<file path="src/design/emta_pkg.sv">
`timescale 1ns / 1ps
// ----------------------------------------------------------------------------
// Entity mask table allocator package
// Sizes, request/status codes and the command/status bundles shared by the
// controller, the datapath and the top level.
// ----------------------------------------------------------------------------
package emta_pkg;

  localparam int NUM_ENT  = 64;
  localparam int ENT_W    = $clog2(NUM_ENT);
  localparam int FCNT_W   = $clog2(NUM_ENT + 1);
  localparam int MAX_COMP = 15;
  localparam int COMP_W   = 4;
  localparam int FLAG_W   = MAX_COMP + 1;
  localparam int MAX_SYS  = 4;
  localparam int SYS_W    = 2;
  localparam int NSYS_W   = 3;
  localparam int REQ_W    = 3;
  localparam int STAT_W   = 3;
  localparam int CNT_W    = 7;
  localparam int PADDR_W  = 5;
  localparam int PDATA_W  = 32;
  localparam int REG_W    = 3;

  // request types
  localparam logic [REQ_W-1:0] REQ_CREATE  = 3'd0;
  localparam logic [REQ_W-1:0] REQ_DESTROY = 3'd1;
  localparam logic [REQ_W-1:0] REQ_ADD     = 3'd2;
  localparam logic [REQ_W-1:0] REQ_REMOVE  = 3'd3;
  localparam logic [REQ_W-1:0] REQ_HAS     = 3'd4;
  localparam logic [REQ_W-1:0] REQ_QUERY   = 3'd5;

  // result status
  localparam logic [STAT_W-1:0] ST_OK        = 3'd0;
  localparam logic [STAT_W-1:0] ST_NO_FREE   = 3'd1;
  localparam logic [STAT_W-1:0] ST_NOT_ALIVE = 3'd2;
  localparam logic [STAT_W-1:0] ST_BAD_COMP  = 3'd3;
  localparam logic [STAT_W-1:0] ST_BAD_SYS   = 3'd4;
  localparam logic [STAT_W-1:0] ST_NO_CHANGE = 3'd5;
  localparam logic [STAT_W-1:0] ST_NO_MATCH  = 3'd6;

  // flag memory read address select
  localparam logic [1:0] RD_INPUT = 2'd0;
  localparam logic [1:0] RD_HOLD  = 2'd1;
  localparam logic [1:0] RD_SCAN  = 2'd2;
  localparam logic [1:0] RD_NEXT  = 2'd3;

  // flag word update
  localparam logic [1:0] FOP_ALIVE = 2'd0;
  localparam logic [1:0] FOP_CLEAR = 2'd1;
  localparam logic [1:0] FOP_SET   = 2'd2;
  localparam logic [1:0] FOP_RESET = 2'd3;

  // result payload source
  localparam logic [1:0] OSRC_PLAIN  = 2'd0;
  localparam logic [1:0] OSRC_CREATE = 2'd1;
  localparam logic [1:0] OSRC_HAS    = 2'd2;
  localparam logic [1:0] OSRC_PEND   = 2'd3;

  // configuration register indexes
  localparam logic [REG_W-1:0] REG_NUM_COMP = 3'd0;
  localparam logic [REG_W-1:0] REG_NUM_SYS  = 3'd1;
  localparam logic [REG_W-1:0] REG_SYS0     = 3'd2;
  localparam logic [REG_W-1:0] REG_SYS1     = 3'd3;
  localparam logic [REG_W-1:0] REG_SYS2     = 3'd4;
  localparam logic [REG_W-1:0] REG_SYS3     = 3'd5;

  typedef logic [MAX_SYS-1:0][MAX_COMP-1:0] sys_masks_t;

  typedef struct packed {
    logic              load_req;
    logic [1:0]        rd_sel;
    logic              flag_wr;
    logic [1:0]        flag_op;
    logic              pop;
    logic              push;
    logic              pend_take;
    logic              scan_adv;
    logic              out_load;
    logic [1:0]        out_src;
    logic [STAT_W-1:0] out_status;
    logic              out_last;
  } emta_cmd_t;

  typedef struct packed {
    logic [REQ_W-1:0] req;
    logic             stack_empty;
    logic             stack_full;
    logic             alive;
    logic             comp_ok;
    logic             held;
    logic             sys_ok;
    logic             match;
    logic             pend_valid;
    logic             scan_end;
    logic             out_free;
  } emta_stat_t;

endpackage

</file>
<file path="src/design/emta_dp.sv">
`timescale 1ns / 1ps
// ----------------------------------------------------------------------------
// Entity mask table allocator datapath
// Free-id stack, flag word memory, query scan state and the result register.
// ----------------------------------------------------------------------------
module emta_dp (
  input  logic                                clk,
  input  logic                                rst,
  input  emta_pkg::emta_cmd_t                 cmd,
  output emta_pkg::emta_stat_t                stat,
  input  logic [emta_pkg::REQ_W-1:0]          req_type,
  input  logic [emta_pkg::ENT_W-1:0]          entity,
  input  logic [emta_pkg::COMP_W-1:0]         component,
  input  logic [emta_pkg::SYS_W-1:0]          system_index,
  input  logic [emta_pkg::COMP_W-1:0]         num_components,
  input  logic [emta_pkg::NSYS_W-1:0]         num_systems,
  input  emta_pkg::sys_masks_t                sys_required,
  input  logic                                out_ready,
  output logic                                out_valid,
  output logic [emta_pkg::STAT_W-1:0]         status,
  output logic [emta_pkg::ENT_W-1:0]          entity_out,
  output logic                                present,
  output logic [emta_pkg::CNT_W-1:0]          match_count,
  output logic                                last
);

  // latched request
  logic [emta_pkg::REQ_W-1:0]  req_q;
  logic [emta_pkg::ENT_W-1:0]  ent_q;
  logic [emta_pkg::COMP_W-1:0] comp_q;
  logic [emta_pkg::SYS_W-1:0]  sys_q;

  // query scan
  logic [emta_pkg::ENT_W-1:0]  scan_idx;
  logic                        pend_valid;
  logic [emta_pkg::ENT_W-1:0]  pend_id;
  logic [emta_pkg::CNT_W-1:0]  pend_cnt;

  // free-id stack
  logic [emta_pkg::FCNT_W-1:0] free_count;
  logic [emta_pkg::ENT_W-1:0]  free_mem [emta_pkg::NUM_ENT];
  logic [emta_pkg::NUM_ENT-1:0] free_vld;
  logic [emta_pkg::ENT_W-1:0]  free_raddr;
  logic [emta_pkg::ENT_W-1:0]  free_waddr;
  logic [emta_pkg::ENT_W-1:0]  free_rd_q;
  logic [emta_pkg::ENT_W-1:0]  free_rd_addr_q;
  logic                        free_rd_vld_q;
  logic [emta_pkg::ENT_W-1:0]  rd_free;
  logic                        free_we;

  // flag words
  logic [emta_pkg::FLAG_W-1:0] flag_mem [emta_pkg::NUM_ENT];
  logic [emta_pkg::NUM_ENT-1:0] flag_vld;
  logic [emta_pkg::ENT_W-1:0]  flag_raddr;
  logic [emta_pkg::ENT_W-1:0]  flag_waddr;
  logic [emta_pkg::FLAG_W-1:0] flag_wdata;
  logic [emta_pkg::FLAG_W-1:0] flag_rd_q;
  logic                        flag_rd_vld_q;
  logic [emta_pkg::FLAG_W-1:0] rd_flags;

  logic [emta_pkg::FLAG_W-1:0] cmask;
  logic [emta_pkg::FLAG_W-1:0] need;
  logic                        held;

  always_ff @(posedge clk) begin
    if (cmd.load_req) begin
      req_q  <= req_type;
      ent_q  <= entity;
      comp_q <= component;
      sys_q  <= system_index;
    end
  end

  // --- free-id stack -------------------------------------------------------
  assign free_raddr = free_count[emta_pkg::ENT_W-1:0] - emta_pkg::ENT_W'(1);
  assign free_waddr = free_count[emta_pkg::ENT_W-1:0];
  assign free_we    = cmd.push && !stat.stack_full;

  always_ff @(posedge clk) begin
    if (rst) begin
      free_count <= emta_pkg::FCNT_W'(emta_pkg::NUM_ENT);
    end else if (cmd.pop) begin
      free_count <= free_count - emta_pkg::FCNT_W'(1);
    end else if (free_we) begin
      free_count <= free_count + emta_pkg::FCNT_W'(1);
    end
  end

  always_ff @(posedge clk) begin
    if (free_we) begin
      free_mem[free_waddr] <= ent_q;
    end
    free_rd_q      <= free_mem[free_raddr];
    free_rd_addr_q <= free_raddr;
  end

  always_ff @(posedge clk) begin
    if (rst) begin
      free_vld      <= '0;
      free_rd_vld_q <= 1'b0;
    end else begin
      if (free_we) begin
        free_vld[free_waddr] <= 1'b1;
      end
      free_rd_vld_q <= free_vld[free_raddr];
    end
  end

  // an unwritten slot still holds its reset id, which is its own index
  assign rd_free = free_rd_vld_q ? free_rd_q : free_rd_addr_q;

  // --- flag word memory ----------------------------------------------------
  always_comb begin
    case (cmd.rd_sel)
      emta_pkg::RD_INPUT: flag_raddr = entity;
      emta_pkg::RD_HOLD:  flag_raddr = ent_q;
      emta_pkg::RD_SCAN:  flag_raddr = scan_idx;
      default:            flag_raddr = scan_idx + emta_pkg::ENT_W'(1);
    endcase
  end

  assign cmask = emta_pkg::FLAG_W'(2) << comp_q;
  assign need  = {sys_required[sys_q], 1'b1};

  always_comb begin
    case (cmd.flag_op)
      emta_pkg::FOP_ALIVE: flag_wdata = emta_pkg::FLAG_W'(1);
      emta_pkg::FOP_CLEAR: flag_wdata = '0;
      emta_pkg::FOP_SET:   flag_wdata = rd_flags | cmask;
      default:             flag_wdata = rd_flags & ~cmask;
    endcase
  end

  assign flag_waddr = (cmd.flag_op == emta_pkg::FOP_ALIVE) ? rd_free : ent_q;

  always_ff @(posedge clk) begin
    if (cmd.flag_wr) begin
      flag_mem[flag_waddr] <= flag_wdata;
    end
    flag_rd_q <= flag_mem[flag_raddr];
  end

  always_ff @(posedge clk) begin
    if (rst) begin
      flag_vld      <= '0;
      flag_rd_vld_q <= 1'b0;
    end else begin
      if (cmd.flag_wr) begin
        flag_vld[flag_waddr] <= 1'b1;
      end
      flag_rd_vld_q <= flag_vld[flag_raddr];
    end
  end

  assign rd_flags = flag_rd_vld_q ? flag_rd_q : '0;
  assign held     = |(rd_flags & cmask);

  // --- query scan ----------------------------------------------------------
  always_ff @(posedge clk) begin
    if (rst) begin
      pend_valid <= 1'b0;
      pend_cnt   <= '0;
      scan_idx   <= '0;
    end else if (cmd.load_req) begin
      pend_valid <= 1'b0;
      pend_cnt   <= '0;
      scan_idx   <= '0;
    end else begin
      if (cmd.pend_take) begin
        pend_valid <= 1'b1;
        pend_cnt   <= pend_cnt + emta_pkg::CNT_W'(1);
      end
      if (cmd.scan_adv) begin
        scan_idx <= scan_idx + emta_pkg::ENT_W'(1);
      end
    end
  end

  always_ff @(posedge clk) begin
    if (cmd.pend_take) begin
      pend_id <= scan_idx;
    end
  end

  // --- result register -----------------------------------------------------
  always_ff @(posedge clk) begin
    if (rst) begin
      out_valid <= 1'b0;
    end else if (cmd.out_load) begin
      out_valid <= 1'b1;
    end else if (out_ready) begin
      out_valid <= 1'b0;
    end
  end

  always_ff @(posedge clk) begin
    if (cmd.out_load) begin
      status <= cmd.out_status;
      last   <= cmd.out_last;
      case (cmd.out_src)
        emta_pkg::OSRC_CREATE: begin
          entity_out  <= rd_free;
          present     <= 1'b0;
          match_count <= '0;
        end
        emta_pkg::OSRC_HAS: begin
          entity_out  <= '0;
          present     <= held;
          match_count <= '0;
        end
        emta_pkg::OSRC_PEND: begin
          entity_out  <= pend_id;
          present     <= 1'b0;
          match_count <= pend_cnt;
        end
        default: begin
          entity_out  <= '0;
          present     <= 1'b0;
          match_count <= '0;
        end
      endcase
    end
  end

  // --- status to controller ------------------------------------------------
  always_comb begin
    stat             = '0;
    stat.req         = req_q;
    stat.stack_empty = (free_count == '0);
    stat.stack_full  = (free_count == emta_pkg::FCNT_W'(emta_pkg::NUM_ENT));
    stat.alive       = rd_flags[0];
    stat.comp_ok     = (comp_q < num_components) &&
                       (comp_q < emta_pkg::COMP_W'(emta_pkg::MAX_COMP));
    stat.held        = held;
    stat.sys_ok      = ({1'b0, sys_q} < num_systems) &&
                       ({1'b0, sys_q} < emta_pkg::NSYS_W'(emta_pkg::MAX_SYS));
    stat.match       = ((rd_flags & need) == need);
    stat.pend_valid  = pend_valid;
    stat.scan_end    = (scan_idx == emta_pkg::ENT_W'(emta_pkg::NUM_ENT - 1));
    stat.out_free    = !out_valid || out_ready;
  end

endmodule

</file>
<file path="src/design/emta_ctrl.sv">
`timescale 1ns / 1ps
// ----------------------------------------------------------------------------
// Entity mask table allocator controller
// Sequences each request: accept, execute, and for queries scan and finish.
// ----------------------------------------------------------------------------
module emta_ctrl (
  input  logic                 clk,
  input  logic                 rst,
  input  logic                 in_valid,
  output logic                 in_ready,
  input  emta_pkg::emta_stat_t stat,
  output emta_pkg::emta_cmd_t  cmd
);

  localparam logic [1:0] S_IDLE = 2'd0;
  localparam logic [1:0] S_EXEC = 2'd1;
  localparam logic [1:0] S_SCAN = 2'd2;
  localparam logic [1:0] S_DONE = 2'd3;

  logic [1:0] state;
  logic [1:0] state_next;
  logic       stall;

  always_ff @(posedge clk) begin
    if (rst) begin
      state <= S_IDLE;
    end else begin
      state <= state_next;
    end
  end

  // a new match must first push the previous one out
  assign stall = stat.match && stat.pend_valid && !stat.out_free;

  always_comb begin
    cmd         = '0;
    cmd.rd_sel  = emta_pkg::RD_HOLD;
    cmd.out_last = 1'b1;
    in_ready    = 1'b0;
    state_next  = state;
    unique case (state)
      S_IDLE: begin
        in_ready   = 1'b1;
        cmd.rd_sel = emta_pkg::RD_INPUT;
        if (in_valid) begin
          cmd.load_req = 1'b1;
          state_next   = S_EXEC;
        end
      end
      S_EXEC: begin
        if (stat.req == emta_pkg::REQ_QUERY) begin
          cmd.rd_sel = emta_pkg::RD_SCAN;
          if (stat.sys_ok) begin
            state_next = S_SCAN;
          end else if (stat.out_free) begin
            cmd.out_load   = 1'b1;
            cmd.out_status = emta_pkg::ST_BAD_SYS;
            state_next     = S_IDLE;
          end
        end else if (stat.req > emta_pkg::REQ_QUERY) begin
          // unknown request: drop
          state_next = S_IDLE;
        end else if (stat.out_free) begin
          cmd.out_load   = 1'b1;
          cmd.out_src    = emta_pkg::OSRC_PLAIN;
          cmd.out_status = emta_pkg::ST_OK;
          state_next     = S_IDLE;
          case (stat.req)
            emta_pkg::REQ_CREATE: begin
              if (stat.stack_empty) begin
                cmd.out_status = emta_pkg::ST_NO_FREE;
              end else begin
                cmd.pop     = 1'b1;
                cmd.flag_wr = 1'b1;
                cmd.flag_op = emta_pkg::FOP_ALIVE;
                cmd.out_src = emta_pkg::OSRC_CREATE;
              end
            end
            emta_pkg::REQ_DESTROY: begin
              if (!stat.alive) begin
                cmd.out_status = emta_pkg::ST_NOT_ALIVE;
              end else begin
                cmd.flag_wr = 1'b1;
                cmd.flag_op = emta_pkg::FOP_CLEAR;
                cmd.push    = 1'b1;
              end
            end
            default: begin
              if (!stat.comp_ok) begin
                cmd.out_status = emta_pkg::ST_BAD_COMP;
              end else if (!stat.alive) begin
                cmd.out_status = emta_pkg::ST_NOT_ALIVE;
              end else if (stat.req == emta_pkg::REQ_HAS) begin
                cmd.out_src = emta_pkg::OSRC_HAS;
              end else if (stat.req == emta_pkg::REQ_ADD) begin
                if (stat.held) begin
                  cmd.out_status = emta_pkg::ST_NO_CHANGE;
                end else begin
                  cmd.flag_wr = 1'b1;
                  cmd.flag_op = emta_pkg::FOP_SET;
                end
              end else begin
                if (!stat.held) begin
                  cmd.out_status = emta_pkg::ST_NO_CHANGE;
                end else begin
                  cmd.flag_wr = 1'b1;
                  cmd.flag_op = emta_pkg::FOP_RESET;
                end
              end
            end
          endcase
        end
      end
      S_SCAN: begin
        if (stall || stat.scan_end) begin
          cmd.rd_sel = emta_pkg::RD_SCAN;
        end else begin
          cmd.rd_sel = emta_pkg::RD_NEXT;
        end
        if (!stall) begin
          if (stat.match) begin
            cmd.pend_take = 1'b1;
            if (stat.pend_valid) begin
              cmd.out_load   = 1'b1;
              cmd.out_src    = emta_pkg::OSRC_PEND;
              cmd.out_status = emta_pkg::ST_OK;
              cmd.out_last   = 1'b0;
            end
          end
          if (stat.scan_end) begin
            state_next = S_DONE;
          end else begin
            cmd.scan_adv = 1'b1;
          end
        end
      end
      S_DONE: begin
        if (stat.out_free) begin
          cmd.out_load = 1'b1;
          if (stat.pend_valid) begin
            cmd.out_src    = emta_pkg::OSRC_PEND;
            cmd.out_status = emta_pkg::ST_OK;
          end else begin
            cmd.out_src    = emta_pkg::OSRC_PLAIN;
            cmd.out_status = emta_pkg::ST_NO_MATCH;
          end
          state_next = S_IDLE;
        end
      end
      default: begin
        state_next = S_IDLE;
      end
    endcase
  end

endmodule

</file>
<file path="src/design/entity_mask_table_allocator_core.sv">
`timescale 1ns / 1ps
// ----------------------------------------------------------------------------
// Entity mask table allocator
// LIFO free entity id allocator with one alive/component flag word per entity,
// component add/remove/test and system queries over all entities.
// ----------------------------------------------------------------------------
//  channel   signals                                        direction
//  request   in_valid/in_ready, req_type, entity,           in
//            component, system_index
//  result    out_valid/out_ready, status, entity_out,       out
//            present, match_count, last
//  config    psel, penable, pwrite, paddr, pwdata,          in/out
//            prdata, pready
//
// Create/destroy/add/remove/has: accept, then one read-modify-write of the
// flag word (registered memory read at accept). In a query the single flag
// memory read port walks one entity per cycle unless stalled by the result
// register, then the held final match is sent with last, or else ST_NO_MATCH.
// Results leave through an output register, so a stalled result only holds the
// block when a further result is ready. Reset is synchronous; valid bits stand
// in for the memory contents, so there is no clearing pass.
// ----------------------------------------------------------------------------
module entity_mask_table_allocator_core (
  input  logic                                clk,
  input  logic                                rst,
  input  logic                                in_valid,
  output logic                                in_ready,
  input  logic [emta_pkg::REQ_W-1:0]          req_type,
  input  logic [emta_pkg::ENT_W-1:0]          entity,
  input  logic [emta_pkg::COMP_W-1:0]         component,
  input  logic [emta_pkg::SYS_W-1:0]          system_index,
  output logic                                out_valid,
  input  logic                                out_ready,
  output logic [emta_pkg::STAT_W-1:0]         status,
  output logic [emta_pkg::ENT_W-1:0]          entity_out,
  output logic                                present,
  output logic [emta_pkg::CNT_W-1:0]          match_count,
  output logic                                last,
  input  logic                                psel,
  input  logic                                penable,
  input  logic                                pwrite,
  input  logic [emta_pkg::PADDR_W-1:0]        paddr,
  input  logic [emta_pkg::PDATA_W-1:0]        pwdata,
  output logic [emta_pkg::PDATA_W-1:0]        prdata,
  output logic                                pready
);

  logic [emta_pkg::COMP_W-1:0] num_components;
  logic [emta_pkg::NSYS_W-1:0] num_systems;
  emta_pkg::sys_masks_t        sys_required;
  logic [emta_pkg::REG_W-1:0]  reg_idx;
  logic                        cfg_wr;

  emta_pkg::emta_cmd_t  cmd;
  emta_pkg::emta_stat_t stat;

  assign pready  = 1'b1;
  assign reg_idx = paddr[emta_pkg::PADDR_W-1:2];
  assign cfg_wr  = psel && penable && pwrite && pready;

  always_ff @(posedge clk) begin
    if (rst) begin
      num_components <= '0;
      num_systems    <= '0;
      sys_required   <= '0;
    end else if (cfg_wr) begin
      unique case (reg_idx)
        emta_pkg::REG_NUM_COMP: num_components <= pwdata[emta_pkg::COMP_W-1:0];
        emta_pkg::REG_NUM_SYS:  num_systems    <= pwdata[emta_pkg::NSYS_W-1:0];
        emta_pkg::REG_SYS0:     sys_required[0] <= pwdata[emta_pkg::MAX_COMP-1:0];
        emta_pkg::REG_SYS1:     sys_required[1] <= pwdata[emta_pkg::MAX_COMP-1:0];
        emta_pkg::REG_SYS2:     sys_required[2] <= pwdata[emta_pkg::MAX_COMP-1:0];
        emta_pkg::REG_SYS3:     sys_required[3] <= pwdata[emta_pkg::MAX_COMP-1:0];
        default: begin
        end
      endcase
    end
  end

  always_comb begin
    unique case (reg_idx)
      emta_pkg::REG_NUM_COMP: prdata = emta_pkg::PDATA_W'(num_components);
      emta_pkg::REG_NUM_SYS:  prdata = emta_pkg::PDATA_W'(num_systems);
      emta_pkg::REG_SYS0:     prdata = emta_pkg::PDATA_W'(sys_required[0]);
      emta_pkg::REG_SYS1:     prdata = emta_pkg::PDATA_W'(sys_required[1]);
      emta_pkg::REG_SYS2:     prdata = emta_pkg::PDATA_W'(sys_required[2]);
      emta_pkg::REG_SYS3:     prdata = emta_pkg::PDATA_W'(sys_required[3]);
      default:                prdata = '0;
    endcase
  end

  emta_ctrl u_ctrl (
    .clk      (clk),
    .rst      (rst),
    .in_valid (in_valid),
    .in_ready (in_ready),
    .stat     (stat),
    .cmd      (cmd)
  );

  emta_dp u_dp (
    .clk            (clk),
    .rst            (rst),
    .cmd            (cmd),
    .stat           (stat),
    .req_type       (req_type),
    .entity         (entity),
    .component      (component),
    .system_index   (system_index),
    .num_components (num_components),
    .num_systems    (num_systems),
    .sys_required   (sys_required),
    .out_ready      (out_ready),
    .out_valid      (out_valid),
    .status         (status),
    .entity_out     (entity_out),
    .present        (present),
    .match_count    (match_count),
    .last           (last)
  );

  // never overwrite a result that has not been taken
  a_out_load_free: assert property (@(posedge clk) disable iff (rst)
    cmd.out_load |-> stat.out_free)
    else $error("result register loaded while occupied");

  // unknown request types produce no transaction
  a_unknown_silent: assert property (@(posedge clk) disable iff (rst)
    (in_valid && in_ready && (req_type > emta_pkg::REQ_QUERY)) |=> !cmd.out_load)
    else $error("result produced for unknown request");

  a_stack_bounds: assert property (@(posedge clk) disable iff (rst)
    !(stat.stack_empty && stat.stack_full))
    else $error("free stack count inconsistent");

  a_one_at_a_time: assert property (@(posedge clk) disable iff (rst)
    (in_valid && in_ready) |=> !in_ready)
    else $error("request accepted while another is in progress");

endmodule

</file>
<file path="config.mk">
export PLATFORM = sky130hd
export DESIGN_NAME = entity_mask_table_allocator_core
export DESIGN_NICKNAME = d
export VERILOG_FILES = /design/src/design/emta_pkg.sv /design/src/design/emta_dp.sv /design/src/design/emta_ctrl.sv /design/src/design/entity_mask_table_allocator_core.sv
export SDC_FILE = /design/constraint.sdc
export NUM_CORES = 2
export LEC_CHECK = 0
export CORE_ASPECT_RATIO = 1.2
export CORE_UTILIZATION = 55
export CTS_BUF_LIST = sky130_fd_sc_hd__clkbuf_4
export DETAILED_ROUTE_END_ITERATION = 8
export DONT_BUFFER_PORTS = 1
export PLACE_DENSITY = 0.73
export SYNTH_ARGS = -nofsm -noshare
export SYNTH_HDL_FRONTEND = slang
export SYNTH_HIERARCHICAL = 1
export SYNTH_SLANG_ARGS = --single-unit
</file>
<file path="constraint.sdc">
create_clock -name clk -period 6.2 [get_ports clk]
set_clock_uncertainty 0.1 [all_clocks]
set_input_delay 0.62 -clock clk [delete_from_list [all_inputs] [get_ports clk]]
set_output_delay 0.62 -clock clk [all_outputs]
set_load 0.03 [all_outputs]
</file>
==> impl_metrics.ini <==
[route]
remaining_drc_errors = 0
detail_route.iter0.violations = 3935
routed_wirelength_um = 162300
drt-wirelength-per-cell_um = 24.64
firstDrtPassIters = 6
ant_nets = 0
vias_per_cell = 5.953
num_vias = 39192

[job]
max-cap-violations = 0

[setup_path]
ff2ff_path_depth = 21
cp_slowest_stage_delay_ns = 0.67
timing.critical_path.arrival_ns = 6.78
cp-end-kind = flip-flop
reg_to_reg_startpoint = u_dp/sys_q[1]
setup.worst_path.start = u_dp/sys_q[1]
wp_depth = 21
critical_path_peak_fanout = 53
timing.critical_path.cells = mux4_2 -> nor2b_1 -> a2111oi_0 -> nand4_1 -> nor4_1 -> buf_4 -> and3b_1 -> nor2_1 -> o21ba_2 -> buf_4 -> xnor2_4 -> mux2_8 -> buf_12 -> buf_12 -> buf_4 -> nand2_1 -> nand3_1 -> a211oi_1 -> nor4_1 -> buf_4 -> and4_1
crit_slowest_cell = sky130_fd_sc_hd__edfxtp_1
timing.rr.end = u_dp/flag_rd_q[3]
cp-endpoint = u_dp/flag_rd_q[3]
most_common_cell_on_crit_path = sky130_fd_sc_hd__buf_4
critical_path_launch_point_type = flip-flop
timing.critical_path.buf_inv = 6
worst_path_dominant_cell_family = simple AND/OR/NAND/NOR gates
r2r_slack_ns = 0.47
crit_required_ns = 7.24
type_of_the_setup_path_with_the_least_slack = reg -> reg

[status]
status = finished, final reports clean

[global_route]
grt_remaining_overflow = 0
maximum_number_of_pins_on_one_net_before_global_route_repair = 225
grt_pass1_vias = 38998
grt_antenna_before_repair = 12
global_route.usage.total = 0.2614
global_route.usage.met2 = 0.4256
globalRouteMet3Util = 0.05546
grtUsageMet1 = 0.3302
top_usage_layer = met2
grt_pass1_wl_um = 240500

[timing]
fmax_mhz = 174.4
timing_hold_violations_final = 0
worst_margin_pin_slew_ns = 1.189
final_min_period_over_clock_period = 0.9247
final.min_clock_period_ns = 5.733
post-route-worst-setup-slack_ns = 0.4668
tns_ns = 0
slew_viol_final = 0
report.final.setup_viol = 0
grt_setup_unrepaired = false
timing.max_slew.rel_slack = 0.2054

[power_and_ir_drop]
leak_pwr_uw = 0.02425
ir_worst_vdd_uv = 196.4
cellPowerDensity_mw_per_mm2 = 295.4

[synth]
synth.avg_cell_area_um2 = 16.33
mapped_area_mm2 = 0.06820
postSynthCellCount = 4175
synth.yosys.warnings = 6

[floorplan]
pin_count = 112
floorplan.die_area_mm2 = 0.1254
die_y_um = 387.7
rows = 141
core_mm2 = 0.1230
die-width_um = 323.5
initial_core_utilization = 0.5546

[clock_network]
numClockSinks = 1696
clock_tree.buffer_depth = 4
cts-root-buf = sky130_fd_sc_hd__clkbuf_4
tritoncts_clock_tree = yes
clkSlewWorstSetupHoldPaths_ns = 0.07
cts_htree_levels = 5
clk_latency_worst_skew_pair_ns = 1.24
numCtsBuffers = 404

[finish]
fillCellCount = 8790
layout-drive-gt1-share = 0.2559
area.growth.synth_to_final_pct = 12.95
nets = 4691

[placement]
post-place-ws_ns = 0.3482
detailedPlacementHpwl_um = 99160
gp_routability_congestion = 0.9314
place.port_buffers = 0

[min_path]
min_path_type = in -> reg
## state kept, by name, summed over array words and instances (netlist names), 7 cells and up
signal and cells:
u_dp/free_vld 64, u_dp/flag_mem 1024, u_dp/free_mem 384, u_dp/match_count 7, u_dp/pend_cnt 7, u_dp/flag_rd_q 16
u_dp/flag_vld 64, sys_required 60, u_dp/free_count 7
## placed cells by master (no fill, tap or decap), types with 14 or more instances in the layout
| cell type | count |
|---|---|
| sky130_fd_sc_hd__a32oi_1 | 46 |
| sky130_fd_sc_hd__conb_1 | 18 |
| sky130_fd_sc_hd__nand2_1 | 428 |
| sky130_fd_sc_hd__or3_1 | 18 |
| sky130_fd_sc_hd__nor2_1 | 414 |
| sky130_fd_sc_hd__clkbuf_4 | 606 |
| sky130_fd_sc_hd__mux4_2 | 346 |
| sky130_fd_sc_hd__nor3_1 | 14 |
| sky130_fd_sc_hd__nor4_1 | 26 |
| sky130_fd_sc_hd__nand2b_1 | 99 |
| sky130_fd_sc_hd__dfxtp_1 | 248 |
| sky130_fd_sc_hd__o21ai_0 | 33 |
| sky130_fd_sc_hd__inv_1 | 30 |
| sky130_fd_sc_hd__a21oi_1 | 74 |
| sky130_fd_sc_hd__clkinv_1 | 93 |
| sky130_fd_sc_hd__a211oi_1 | 35 |
| sky130_fd_sc_hd__buf_12 | 25 |
| sky130_fd_sc_hd__nor2b_1 | 26 |
| sky130_fd_sc_hd__nor2_2 | 15 |
| sky130_fd_sc_hd__and4_1 | 19 |
| sky130_fd_sc_hd__edfxtp_1 | 1447 |
| sky130_fd_sc_hd__buf_4 | 182 |
| sky130_fd_sc_hd__dlygate4sd3_1 | 80 |
| sky130_fd_sc_hd__nand4_1 | 14 |
| sky130_fd_sc_hd__mux2i_1 | 204 |
| sky130_fd_sc_hd__nand3_1 | 145 |
| sky130_fd_sc_hd__and3_1 | 20 |
## worst register-to-register path: stages, from the launching register on
cell                        delay (ns)
sky130_fd_sc_hd__edfxtp_1         0.67
sky130_fd_sc_hd__mux4_2           0.44
sky130_fd_sc_hd__nor2b_1          0.15
sky130_fd_sc_hd__a2111oi_0        0.41
sky130_fd_sc_hd__nand4_1          0.16
sky130_fd_sc_hd__nor4_1           0.18
sky130_fd_sc_hd__buf_4            0.18
sky130_fd_sc_hd__and3b_1          0.21
sky130_fd_sc_hd__nor2_1           0.06
sky130_fd_sc_hd__o21ba_2          0.31
sky130_fd_sc_hd__buf_4            0.22
sky130_fd_sc_hd__xnor2_4          0.16
sky130_fd_sc_hd__mux2_8           0.42
sky130_fd_sc_hd__buf_12           0.29
sky130_fd_sc_hd__buf_12           0.27
sky130_fd_sc_hd__buf_4            0.29
sky130_fd_sc_hd__nand2_1          0.06
sky130_fd_sc_hd__nand3_1          0.08
sky130_fd_sc_hd__a211oi_1         0.07
sky130_fd_sc_hd__nor4_1           0.51
sky130_fd_sc_hd__buf_4            0.24
sky130_fd_sc_hd__and4_1           0.19
## final cells by class
| class | instances | area, µm² | area share |
|---|---|---|---|
| clock inverter | 115 | 530.5 | 0.006887 |
| sequential | 1696 | 48440 | 0.6288 |
| inverter | 30 | 112.6 | 0.001462 |
| tap | 1644 | 2057 | 0.02670 |
| multi-input combinational | 2197 | 18630 | 0.2418 |
| timing repair buffer | 288 | 2695 | 0.03499 |
| clock buffer | 606 | 4549 | 0.05906 |
| antenna | 8 | 20.02 | 0.0002599 |
## timing repair
item | in CTS | in global routing
endpoints found under the hold margin | 258 | 0
setup endpoints to repair | 0 | 2
setup buffers | 0 | 1
resized for setup | 0 | 1
hold buffers | 81 | 0
## layer usage
metal  wire, µm  part of all wire
met1      60370              0.37
met3      12730             0.078
met5         89           0.00055
met4       7543             0.046
met2      81530              0.50
## through the flow
step                instances  area [µm²]  hold WS, ns  power, µW  utilization
global placement         5773       71080       0.3435      14130       0.5780
CTS                      6575       76980      0.03668      22930       0.6261
floorplan                4191       68260       0.3064      13650            -
detailed placement       5773       71080       0.3529      14150       0.5780
global route             6580       77020       0.1125      23570       0.6264
finish                   6584       77030       0.2036      22750       0.6264
## how the worst min path moves through the flow
stage | depth (start not counted) | to | start
after detailed placement | 2 | u_dp/flag_vld[41] | u_dp/flag_vld[41]
after CTS | 3 | sys_required[50] | pwdata[5]
after global placement | 2 | u_dp/free_vld[4] | u_dp/free_vld[4]
after floorplan | 0 | u_dp/pend_id[2] | u_dp/scan_idx[2]
after global routing | 6 | u_dp/flag_rd_vld_q | entity[5]
final | 3 | sys_required[50] | pwdata[5]
## report_power, final
group	internal (µW)	total, µW	leakage [µW]	switching, µW
registers	12300	12400	0.0132	105
logic	593	1570	0.00800	975
clock network	4580	8760	0.00305	4180
Note: power is estimated with default switching activity, not from simulation.
